<file path="src/rtl/assert_macros.svh">
// Assertion macros shared by the RTL files. Each macro checks a property on the
// rising edge of clock and is disabled while reset is high.
`ifndef ASSERT_MACROS_SVH
`define ASSERT_MACROS_SVH
`ifndef SYNTH
// The consequent must hold in the same cycle as the antecedent.
`define PTD_ASSERT_NOW(lbl, ante, cons) \
   lbl: assert property (@(posedge clock) disable iff (reset) (ante) |-> (cons)) \
      else $error("assertion failed: same-cycle implication");
// The consequent must hold in the cycle after the antecedent.
`define PTD_ASSERT_NEXT(lbl, ante, cons) \
   lbl: assert property (@(posedge clock) disable iff (reset) (ante) |=> (cons)) \
      else $error("assertion failed: next-cycle implication");
`else
`define PTD_ASSERT_NOW(lbl, ante, cons)
`define PTD_ASSERT_NEXT(lbl, ante, cons)
`endif
`endif

</file>
<file path="src/rtl/ptd_pkg.sv">
`default_nettype none
package ptd_pkg;

   // Default width of the candidate word.
   localparam int NUM_WIDTH_DEF = 32;

   // The first odd trial divisor, and the step between trial divisors.
   localparam int FIRST_DIVISOR = 3;
   localparam int DIVISOR_STEP  = 2;

   typedef enum logic [1:0] {
      PTD_IDLE,
      PTD_START,
      PTD_WAIT,
      PTD_DONE
   } ptd_state_type;

   // Control from the sequencer to the shared divider.
   typedef struct packed {
      logic start;
   } ptd_div_ctrl_type;

   // Status from the shared divider back to the sequencer.
   typedef struct packed {
      logic busy;
      logic done;
   } ptd_div_stat_type;

endpackage
`default_nettype wire

</file>
<file path="src/rtl/primality_trial_division.sv">
// Negative, zero, one, two and even words get a result in the cycle after acceptance, with no division;
// odd words of three or more run one division in the shared divider for each trial divisor.
// Throughput: one word at a time; the worst case is a large prime, about 23170 trial divisors
// at NUM_WIDTH = 32, each tried in turn on the one-bit-per-cycle shared divider.
// Reset is synchronous and active high; it returns the sequencer and the divider to idle.
`default_nettype none
`include "assert_macros.svh"
module primality_trial_division #(
   parameter int NUM_WIDTH = ptd_pkg::NUM_WIDTH_DEF
) (
   input  wire logic                        clock,
   input  wire logic                        reset,
   input  wire logic                        req_valid,
   output      logic                        req_stall,
   input  wire logic signed [NUM_WIDTH-1:0] req_candidate,
   output      logic                        rsp_valid,
   input  wire logic                        rsp_stall,
   output      logic                        rsp_prime
);

   localparam logic [NUM_WIDTH-1:0] FIRST_DIV = NUM_WIDTH'(ptd_pkg::FIRST_DIVISOR);
   localparam logic [NUM_WIDTH-1:0] DIV_STEP  = NUM_WIDTH'(ptd_pkg::DIVISOR_STEP);

   ptd_pkg::ptd_state_type    state_ff, state_in;
   logic [NUM_WIDTH-1:0]      cand_ff, cand_in;
   logic [NUM_WIDTH-1:0]      d_ff, d_in;
   logic                      prime_ff, prime_in;

   ptd_pkg::ptd_div_ctrl_type div_ctrl;
   ptd_pkg::ptd_div_stat_type div_stat;
   logic [NUM_WIDTH-1:0]      quotient;
   logic [NUM_WIDTH-1:0]      remainder;

   logic [NUM_WIDTH-1:0]      cand_u;
   logic                      accept;
   logic                      quick;
   logic                      quick_prime;
   logic                      past_bound;
   logic                      divides;

   assign cand_u = $unsigned(req_candidate);
   assign accept = req_valid && !req_stall;

   // Words that are settled without any division. A negative word has its sign bit set;
   // zero and one have every bit above the lowest clear; two is the only even prime.
   always_comb begin
      quick       = 1'b1;
      quick_prime = 1'b0;
      if (cand_u[NUM_WIDTH-1] || (cand_u[NUM_WIDTH-1:1] == '0)) begin
         quick_prime = 1'b0;
      end else if (cand_u == NUM_WIDTH'(2)) begin
         quick_prime = 1'b1;
      end else if (!cand_u[0]) begin
         quick_prime = 1'b0;
      end else begin
         quick = 1'b0;
      end
   end

   // One division gives both the bound test and the remainder test. The loop ends with
   // "prime" once the divisor exceeds the quotient, which is the same as d*d > candidate,
   // and ends with "not prime" as soon as a divisor leaves no remainder.
   assign past_bound = d_ff > quotient;
   assign divides    = remainder == '0;

   // Next state.
   always_comb begin
      state_in = state_ff;
      unique case (state_ff)
         ptd_pkg::PTD_IDLE: begin
            if (accept) begin
               state_in = quick ? ptd_pkg::PTD_DONE : ptd_pkg::PTD_START;
            end
         end
         ptd_pkg::PTD_START: begin
            state_in = ptd_pkg::PTD_WAIT;
         end
         ptd_pkg::PTD_WAIT: begin
            if (div_stat.done) begin
               state_in = (past_bound || divides) ? ptd_pkg::PTD_DONE : ptd_pkg::PTD_START;
            end
         end
         ptd_pkg::PTD_DONE: begin
            if (!rsp_stall) begin
               state_in = ptd_pkg::PTD_IDLE;
            end
         end
         default: begin
            state_in = ptd_pkg::PTD_IDLE;
         end
      endcase
   end

   // Handshake and divider control, decoded from the state register alone.
   always_comb begin
      req_stall      = 1'b1;
      rsp_valid      = 1'b0;
      div_ctrl.start = 1'b0;
      unique case (state_ff)
         ptd_pkg::PTD_IDLE:  req_stall      = 1'b0;
         ptd_pkg::PTD_START: div_ctrl.start = 1'b1;
         ptd_pkg::PTD_WAIT:  req_stall      = 1'b1;
         ptd_pkg::PTD_DONE:  rsp_valid      = 1'b1;
         default:            req_stall      = 1'b1;
      endcase
   end

   // The candidate, the current trial divisor and the verdict.
   always_comb begin
      cand_in  = cand_ff;
      d_in     = d_ff;
      prime_in = prime_ff;
      if (accept) begin
         cand_in  = cand_u;
         d_in     = FIRST_DIV;
         prime_in = quick_prime;
      end else if ((state_ff == ptd_pkg::PTD_WAIT) && div_stat.done) begin
         if (past_bound) begin
            prime_in = 1'b1;
         end else if (divides) begin
            prime_in = 1'b0;
         end else begin
            d_in = d_ff + DIV_STEP;
         end
      end
   end

   always_ff @(posedge clock) begin
      if (reset) begin
         state_ff <= ptd_pkg::PTD_IDLE;
      end else begin
         state_ff <= state_in;
      end
   end

   always_ff @(posedge clock) begin
      cand_ff  <= cand_in;
      d_ff     <= d_in;
      prime_ff <= prime_in;
   end

   ptd_divider #(
      .NUM_WIDTH (NUM_WIDTH)
   ) u_divider (
      .clock     (clock),
      .reset     (reset),
      .ctrl      (div_ctrl),
      .dividend  (cand_ff),
      .divisor   (d_ff),
      .stat      (div_stat),
      .quotient  (quotient),
      .remainder (remainder)
   );

   assign rsp_prime = prime_ff;

   // A new division is never started while the divider is still working.
   `PTD_ASSERT_NOW(a_start_when_free, div_ctrl.start, !div_stat.busy)
   // Every trial divisor is odd.
   `PTD_ASSERT_NOW(a_divisor_odd, state_ff == ptd_pkg::PTD_WAIT, d_ff[0])
   // A prime verdict only ever goes out for a positive word that is odd or equal to two.
   `PTD_ASSERT_NOW(a_prime_shape, rsp_valid && rsp_prime,
      !cand_ff[NUM_WIDTH-1] && (cand_ff[0] || (cand_ff == NUM_WIDTH'(2))))
   // Once a word is taken, no further word is taken until its result has gone.
   `PTD_ASSERT_NEXT(a_busy_after_accept, accept, req_stall)

endmodule
`default_nettype wire

</file>
<file path="src/rtl/ptd_divider.sv">
`default_nettype none
// Restoring divider that produces one quotient bit per cycle.
module ptd_divider #(
   parameter int NUM_WIDTH = ptd_pkg::NUM_WIDTH_DEF
) (
   input  wire logic                         clock,
   input  wire logic                         reset,
   input  wire ptd_pkg::ptd_div_ctrl_type    ctrl,
   input  wire logic [NUM_WIDTH-1:0]         dividend,
   input  wire logic [NUM_WIDTH-1:0]         divisor,
   output      ptd_pkg::ptd_div_stat_type    stat,
   output      logic [NUM_WIDTH-1:0]         quotient,
   output      logic [NUM_WIDTH-1:0]         remainder
);

   localparam int CW = $clog2(NUM_WIDTH + 1);

   logic                 busy_ff, busy_in;
   logic                 done_ff, done_in;
   logic [CW-1:0]        count_ff, count_in;
   logic [NUM_WIDTH-1:0] rem_ff, rem_in;
   logic [NUM_WIDTH-1:0] quo_ff, quo_in;
   logic [NUM_WIDTH-1:0] div_ff, div_in;

   logic [NUM_WIDTH:0]   shifted;
   logic [NUM_WIDTH:0]   diff;
   logic                 take;

   assign shifted = {rem_ff, quo_ff[NUM_WIDTH-1]};
   assign take    = shifted >= {1'b0, div_ff};
   assign diff    = shifted - {1'b0, div_ff};

   always_comb begin
      busy_in  = busy_ff;
      done_in  = 1'b0;
      count_in = count_ff;
      rem_in   = rem_ff;
      quo_in   = quo_ff;
      div_in   = div_ff;
      if (ctrl.start) begin
         busy_in  = 1'b1;
         count_in = CW'(NUM_WIDTH);
         rem_in   = '0;
         quo_in   = dividend;
         div_in   = divisor;
      end else if (busy_ff) begin
         // The partial remainder stays below the divisor, so it fits the word.
         rem_in   = take ? diff[NUM_WIDTH-1:0] : shifted[NUM_WIDTH-1:0];
         quo_in   = {quo_ff[NUM_WIDTH-2:0], take};
         count_in = count_ff - CW'(1);
         if (count_ff == CW'(1)) begin
            busy_in = 1'b0;
            done_in = 1'b1;
         end
      end
   end

   always_ff @(posedge clock) begin
      if (reset) begin
         busy_ff  <= 1'b0;
         done_ff  <= 1'b0;
         count_ff <= '0;
      end else begin
         busy_ff  <= busy_in;
         done_ff  <= done_in;
         count_ff <= count_in;
      end
   end

   always_ff @(posedge clock) begin
      rem_ff <= rem_in;
      quo_ff <= quo_in;
      div_ff <= div_in;
   end

   assign stat.busy = busy_ff;
   assign stat.done = done_ff;
   assign quotient  = quo_ff;
   assign remainder = rem_ff;

endmodule
`default_nettype wire
</file>
<file path="config.mk">
export PLATFORM = sky130hd
export DESIGN_NAME = primality_trial_division
export DESIGN_NICKNAME = d
export VERILOG_FILES = /design/src/rtl/ptd_pkg.sv /design/src/rtl/primality_trial_division.sv /design/src/rtl/ptd_divider.sv
export VERILOG_INCLUDE_DIRS = /design/src /design/src/rtl
export SDC_FILE = /design/constraint.sdc
export NUM_CORES = 1
export LEC_CHECK = 0
export BUFFER_PORTS_ARGS = -buffer_cell sky130_fd_sc_hd__buf_2
export CAP_MARGIN = 10
export CORE_MARGIN = 1.5
export CORE_UTILIZATION = 30
export CTS_CLUSTER_DIAMETER = 120
export DETAILED_ROUTE_END_ITERATION = 8
export SETUP_SLACK_MARGIN = 0.15
export SLEW_MARGIN = 20
export SYNTH_ARGS = -nofsm -noshare
export SYNTH_HDL_FRONTEND = slang
export SYNTH_HIERARCHICAL = 1
export SYNTH_SLANG_ARGS = --single-unit
</file>
<file path="constraint.sdc">
create_clock -name clock -period 4.7 [get_ports clock]
set_clock_uncertainty 0.15 [all_clocks]
set_input_delay 0.705 -clock clock [delete_from_list [all_inputs] [get_ports clock]]
set_output_delay 0.705 -clock clock [all_outputs]
set_load 0.05 [all_outputs]
</file>
==> results by group, run 1 <==
Setup path
  – CP Capture Type: register
  – CP required: 4.86 ns
  – Crit path kind: register to register
  – Crit-path max FO: 6
  – Startpoint Class: register
  – Crit path largest cell delay: around 0.7 ns
  – Worst path slowest cell: o32ai_1
  – Reg2reg setup slack: a little over 1 ns
  – Sequence of cells on the critical path: inv_1 -> ha_1 -> fa_1 -> nor2b_1 -> o21ai_0 -> o21ai_1 -> a311oi_1 -> o32ai_1 -> nor2_1 -> o41ai_1 -> xor2_1 -> o2bb2ai_1
  – CP arrival: 3.82 ns

GRT
  – First-pass GRT wire length: roughly 34,000 um
  – Largest net degree at the start of global routing: between 40 and 50
  – Gr ovfl total: 0
  – GRT Util Overall: 0.126
  – Initial antenna violation count: 0
  – Number of global-route vias before repair: about 6,700

Cells and area
  – Commonest non-fill, non-tap cell in the layout: nor2_1
  – Area Overhead vs Synth: 13.0%
  – Final core occ: 0.344
  – Share of post-route cells with drive strength above 1: 0.151
  – Nets@finish: 1,084
  – Non-Filler Cell Area, Final: roughly 0.011 sq mm
  – Most frequent cells in the layout: nor2_1, edfxtp_1, inv_1
  – Final cell count without fillers: between 1,000 and 1,500
  – ANT cells: 0

CTS
  – Root buf cell: clkbuf_16
  – TritonCTS clock tree: yes
  – TritonCTS Sinks: between 150 and 200
  – Post-CTS sizing: 0
  – Worst skew pair latency: 0.43 ns
  – Post-CTS Setup Inserts: 0
  – H-tree depth: 4
  – CTS Buffer Depth: 2
  – Clock slew at reported path FFs: approximately 0.07 ns
  – Total CTS buffers: 17
  – Hold_buf cts: 0

Route
  – ANT nets after route: 0
  – DRT Wirelength: ~20,000 um
  – Via count: ~7,000
  – First-pass DRT Iterations: 7
  – Iter 0 DRT Violations: roughly 530
  – Residual DRC: 0
  – Via density: ~5.0
  – Wirelength per Cell: between 10 and 15 um

Logic synthesis
  – Post-Synthesis Mean Instance Area: between 10 and 15 sq um
  – Mapped Cells: between 900 and 1,000
  – Syn nets: approximately 1,100
  – Cell area after synthesis: around 0.0096 sq mm
  – Ys Warns: 6

STA
  – Crit path time final: 3.67 ns
  – Rel. slew slack: 0.338
  – Worst slew pin tran: roughly 1 ns
  – Fmax achieved: about 270 MHz
  – Hold WS: 0.315 ns
  – Tcrit/Tclk final: 0.780
  – Fin worst setup slack: 1.03 ns
  – Final Hold Vio Count: 0
  – Slew Viols, Final: 0
  – Final setup vio count: 0
  – Sum of negative setup slack: 0 ns
  – RSZ-0062 raised after global routing: false

Floorplan
  – Die ar.: 0.0330 sq mm
  – Die width: approximately 180 um
  – Initial core utilization: 0.305
  – Io pins: 39
  – FP Rows: 65
  – Die Ht: between 150 and 200 um
  – Core ar.: between 0.03 and 0.04 sq mm

Pwr
  – Pwr Total: around 5.5 mW
  – Power per cell area: between 500 and 600 mW/mm^2
  – Static Leak: 4.34 nW
  – VDD IR max: 0.238 mV

Place
  – IO buf count: 38
  – Hpwl dp: roughly 15,000 um
  – Post-place instance area: ~0.010 sq mm
  – Placed insts: 1,364
  – Routability Congestion: between 0.8 and 0.9
  – Pre-CTS setup slack: around 1.1 ns

Job
  – Max-cap violations: 0

Run status
  – Status: finished clean

Min path
  – Worst hold path type: primary input to register
-- flip-flops by register name (all words and copies together), names as in the netlist --
register,count
u_divider/busy_ff,1
u_divider/div_ff,32
rsp_prime,1
u_divider/done_ff,1
cand_ff,32
u_divider/remainder,32
u_divider/quotient,32
state_ff,2
d_ff,31
u_divider/count_ff,6
-- layout make-up --
class                      instances  area (sq um)
clock buffer                      20           479
clock inverter                    12           124
fill                            3060         20600
inverter                          85           319
multi-input combinational        659          4740
sequential                       170          4380
tap                              402           503
timing repair buffer              48           290
-- power breakdown --
part / internal (mW) / switching, mW
Sequential: 1.80 / 0.213
Combinational: 0.899 / 1.18
Clock: 0.809 / 0.624
Total: 3.51 / 2.02
-- worst max-delay path: cells and delay by family (launching register included) --
kind                       cells  cell delay [ns]
buffers and inverters          1             0.05
adders and majority gates      2             0.60
AOI/OAI and AO/OA              6             1.99
and+or+nand+nor                2             0.28
DFF                            1             0.37
xor gates and xnor gates       1             0.11
-- per-layer routing --
metal,vias up,routed length [um],GRT usage
met5,-,0,0
met4,0,300,0.0400
met3,19,606,0.0193
met2,144,9480,0.211
met1,3280,9740,0.165
li1,3555,-,-
-- path summary, 6_finish.rpt --
path | startpoint | end | cells past startpoint
hold / removal | req_candidate[9] | cand_ff[9]$_DFFE_PP_ | 1
setup / recovery | u_divider/quotient[31]$_DFFE_PP_ | u_divider/remainder[30]$_SDFFE_PP0P_ | 12
hold reg to reg | u_divider/count_ff[0]$_SDFFE_PP0P_ | u_divider/count_ff[0]$_SDFFE_PP0P_ | 2
setup reg to reg | u_divider/quotient[31]$_DFFE_PP_ | u_divider/remainder[30]$_SDFFE_PP0P_ | 12
Note: power is estimated with default switching activity, not from simulation.
==> run 2: changes to the inputs <==
ABC_AREA = 1   (was default)
clock period = 3.4 ns   (was 4.7 ns; I/O delays follow)
==> run 2 against run 1 <==
  * Critical path depth up 3
  * Maximum frequency up 32%
  * Synthesized area is 18% higher
  * Synthesized cell count rose by 67%
  * Clock-buffer cell count fell by 1
  * Total power increased by 45%
  * Final area rose by 16%
  * Clock power up 48%
==> results by group, run 2 <==
Logic synthesis
  – Post-Synthesis Mean Instance Area: roughly 7 sq um
  – Mapped Cells: between 1,500 and 2,000
  – Cell area after synthesis: 0.0113 sq mm
  – Ys Warns: 6
  – Syn nets: between 1,500 and 2,000

Floorplan
  – Die width: 197 um
  – Core ar.: ~0.037 sq mm
  – Die Ht: ~200 um
  – Initial core utilization: 0.306
  – FP Rows: 70
  – Die ar.: 0.0387 sq mm
  – Io pins: 39

Route
  – First-pass DRT Iterations: 5
  – Iter 0 DRT Violations: 590
  – Via count: 9,916
  – Via density: 4.73
  – Residual DRC: 0
  – Wirelength per Cell: 14.2 um
  – ANT nets after route: 0
  – DRT Wirelength: around 30,000 um

GRT
  – GRT Util Overall: 0.157
  – Number of global-route vias before repair: about 9,400
  – Initial antenna violation count: 0
  – Gr ovfl total: 0
  – First-pass GRT wire length: a little under 50,000 um
  – Largest net degree at the start of global routing: 36

STA
  – Tcrit/Tclk final: 0.814
  – RSZ-0062 raised after global routing: false
  – Sum of negative setup slack: 0 ns
  – Final setup vio count: 0
  – Slew Viols, Final: 0
  – Rel. slew slack: 0.504
  – Fmax achieved: around 360 MHz
  – Fin worst setup slack: about 0.63 ns
  – Final Hold Vio Count: 0
  – Crit path time final: roughly 2.8 ns
  – Worst slew pin tran: roughly 0.74 ns

Cells and area
  – Area Overhead vs Synth: 11.5%
  – Final cell count without fillers: around 2,100
  – Most frequent cells in the layout: nand2_1, inv_1, nor2_1
  – Commonest non-fill, non-tap cell in the layout: nand2_1
  – ANT cells: 0
  – Nets@finish: around 1,700
  – Share of post-route cells with drive strength above 1: 0.0773
  – Layout filler cell count: 3,932

Run status
  – Status: finished clean

Job
  – Max-cap violations: 0

Min path
  – Worst hold path type: primary input to register

Place
  – Hpwl dp: about 23,000 um
  – Routability Congestion: approximately 0.98
  – Placed insts: 2,066
  – Pre-CTS setup slack: roughly 0.66 ns
  – IO buf count: 38

CTS
  – H-tree depth: 4
  – Root buf cell: clkbuf_16
  – Post-CTS sizing: 0
  – TritonCTS Sinks: 170
  – Total CTS buffers: 17
  – Post-CTS Setup Inserts: 0
  – Worst skew pair latency: 0.44 ns
  – TritonCTS clock tree: yes
  – Hold_buf cts: 0
  – Clock slew at reported path FFs: about 0.07 ns
  – CTS Buffer Depth: 2

Pwr
  – VDD IR max: slightly below 0.4 mV
  – Static Leak: about 6.1 nW
  – Power per cell area: about 640 mW/mm^2

Setup path
  – CP Capture Type: register
  – CP arrival: a little under 3 ns
  – Crit-path max FO: 32
  – CP required: 3.56 ns
  – Startpoint Class: register
  – Crit path kind: register to register
-- run 2: cell count changes in the layout (fill, tap and decap cells not counted), moves of 31 or more --
cell      before  now
nand4_1       15   47
a211oi_1      38    2
inv_1         82  260
nand2_1       60  580
mux2_2        31    0
nand3_1       18   85
-- run 2: layout make-up --
cell class                      instances  area, sq um  area share
Multi-Input combinational cell       1113         5680       0.452
Sequential cell                       170         4370       0.348
Tap cell                              468          586      0.0466
Inverter                              263          987      0.0786
Timing Repair Buffer                   52          308      0.0245
Clock inverter                         13          186      0.0148
Clock buffer                           19          443      0.0353
-- run 2: metrics by stage --
stage	cell area (sq um)	hold slack, ns	utilization	total power [mW]
final	12600	0.107	0.342	8.01
after global routing	12600	0.0882	0.342	8.56
after CTS	12600	0.0874	0.342	8.04
after detailed placement	11900	0.332	0.324	5.90
after global placement	11900	0.324	0.324	5.88
after floorplan	11300	0.306	-	5.10
-- run 2: final timing paths --
kind	endpoint	start	depth (start not counted)	slack, ns
setup / recovery	u_divider/remainder[12]$_SDFFE_PP0P_	u_divider/div_ff[8]$_DFFE_PP_	15	0.63
hold / removal	cand_ff[2]$_DFFE_PP_	req_candidate[2]	1	0.11
setup reg to reg	u_divider/remainder[12]$_SDFFE_PP0P_	u_divider/div_ff[8]$_DFFE_PP_	15	0.63
hold reg to reg	u_divider/remainder[20]$_SDFFE_PP0P_	u_divider/remainder[20]$_SDFFE_PP0P_	2	0.34
-- run 2: report_power, final --
part           switching [mW]  internal [mW]
Sequential              0.215           2.47
Combinational            2.13           1.07
Clock                   0.915           1.20
-- run 2: critical path, cell delays in order, from the launching register on --
cell      delay (ns)
edfxtp_1        0.41
inv_1           0.06
ha_1            0.37
nand2_1         0.08
nand2_1         0.12
inv_1           0.05
nand2_1         0.10
inv_1           0.06
nand3_2         0.14
nand2_2         0.08
nand2_2         0.07
nand2_2         0.22
nand2_4         0.44
nand2_1         0.12
nand3_1         0.09
o21ai_1         0.07
-- run 2: per-layer routing --
metal  wire length [um]  up-vias  track usage
li1                   -     5108            -
met2              13500      258        0.260
met4                533        0       0.0466
met1              14300     4519        0.211
met3               1390       31       0.0240
met5                  0        -            0
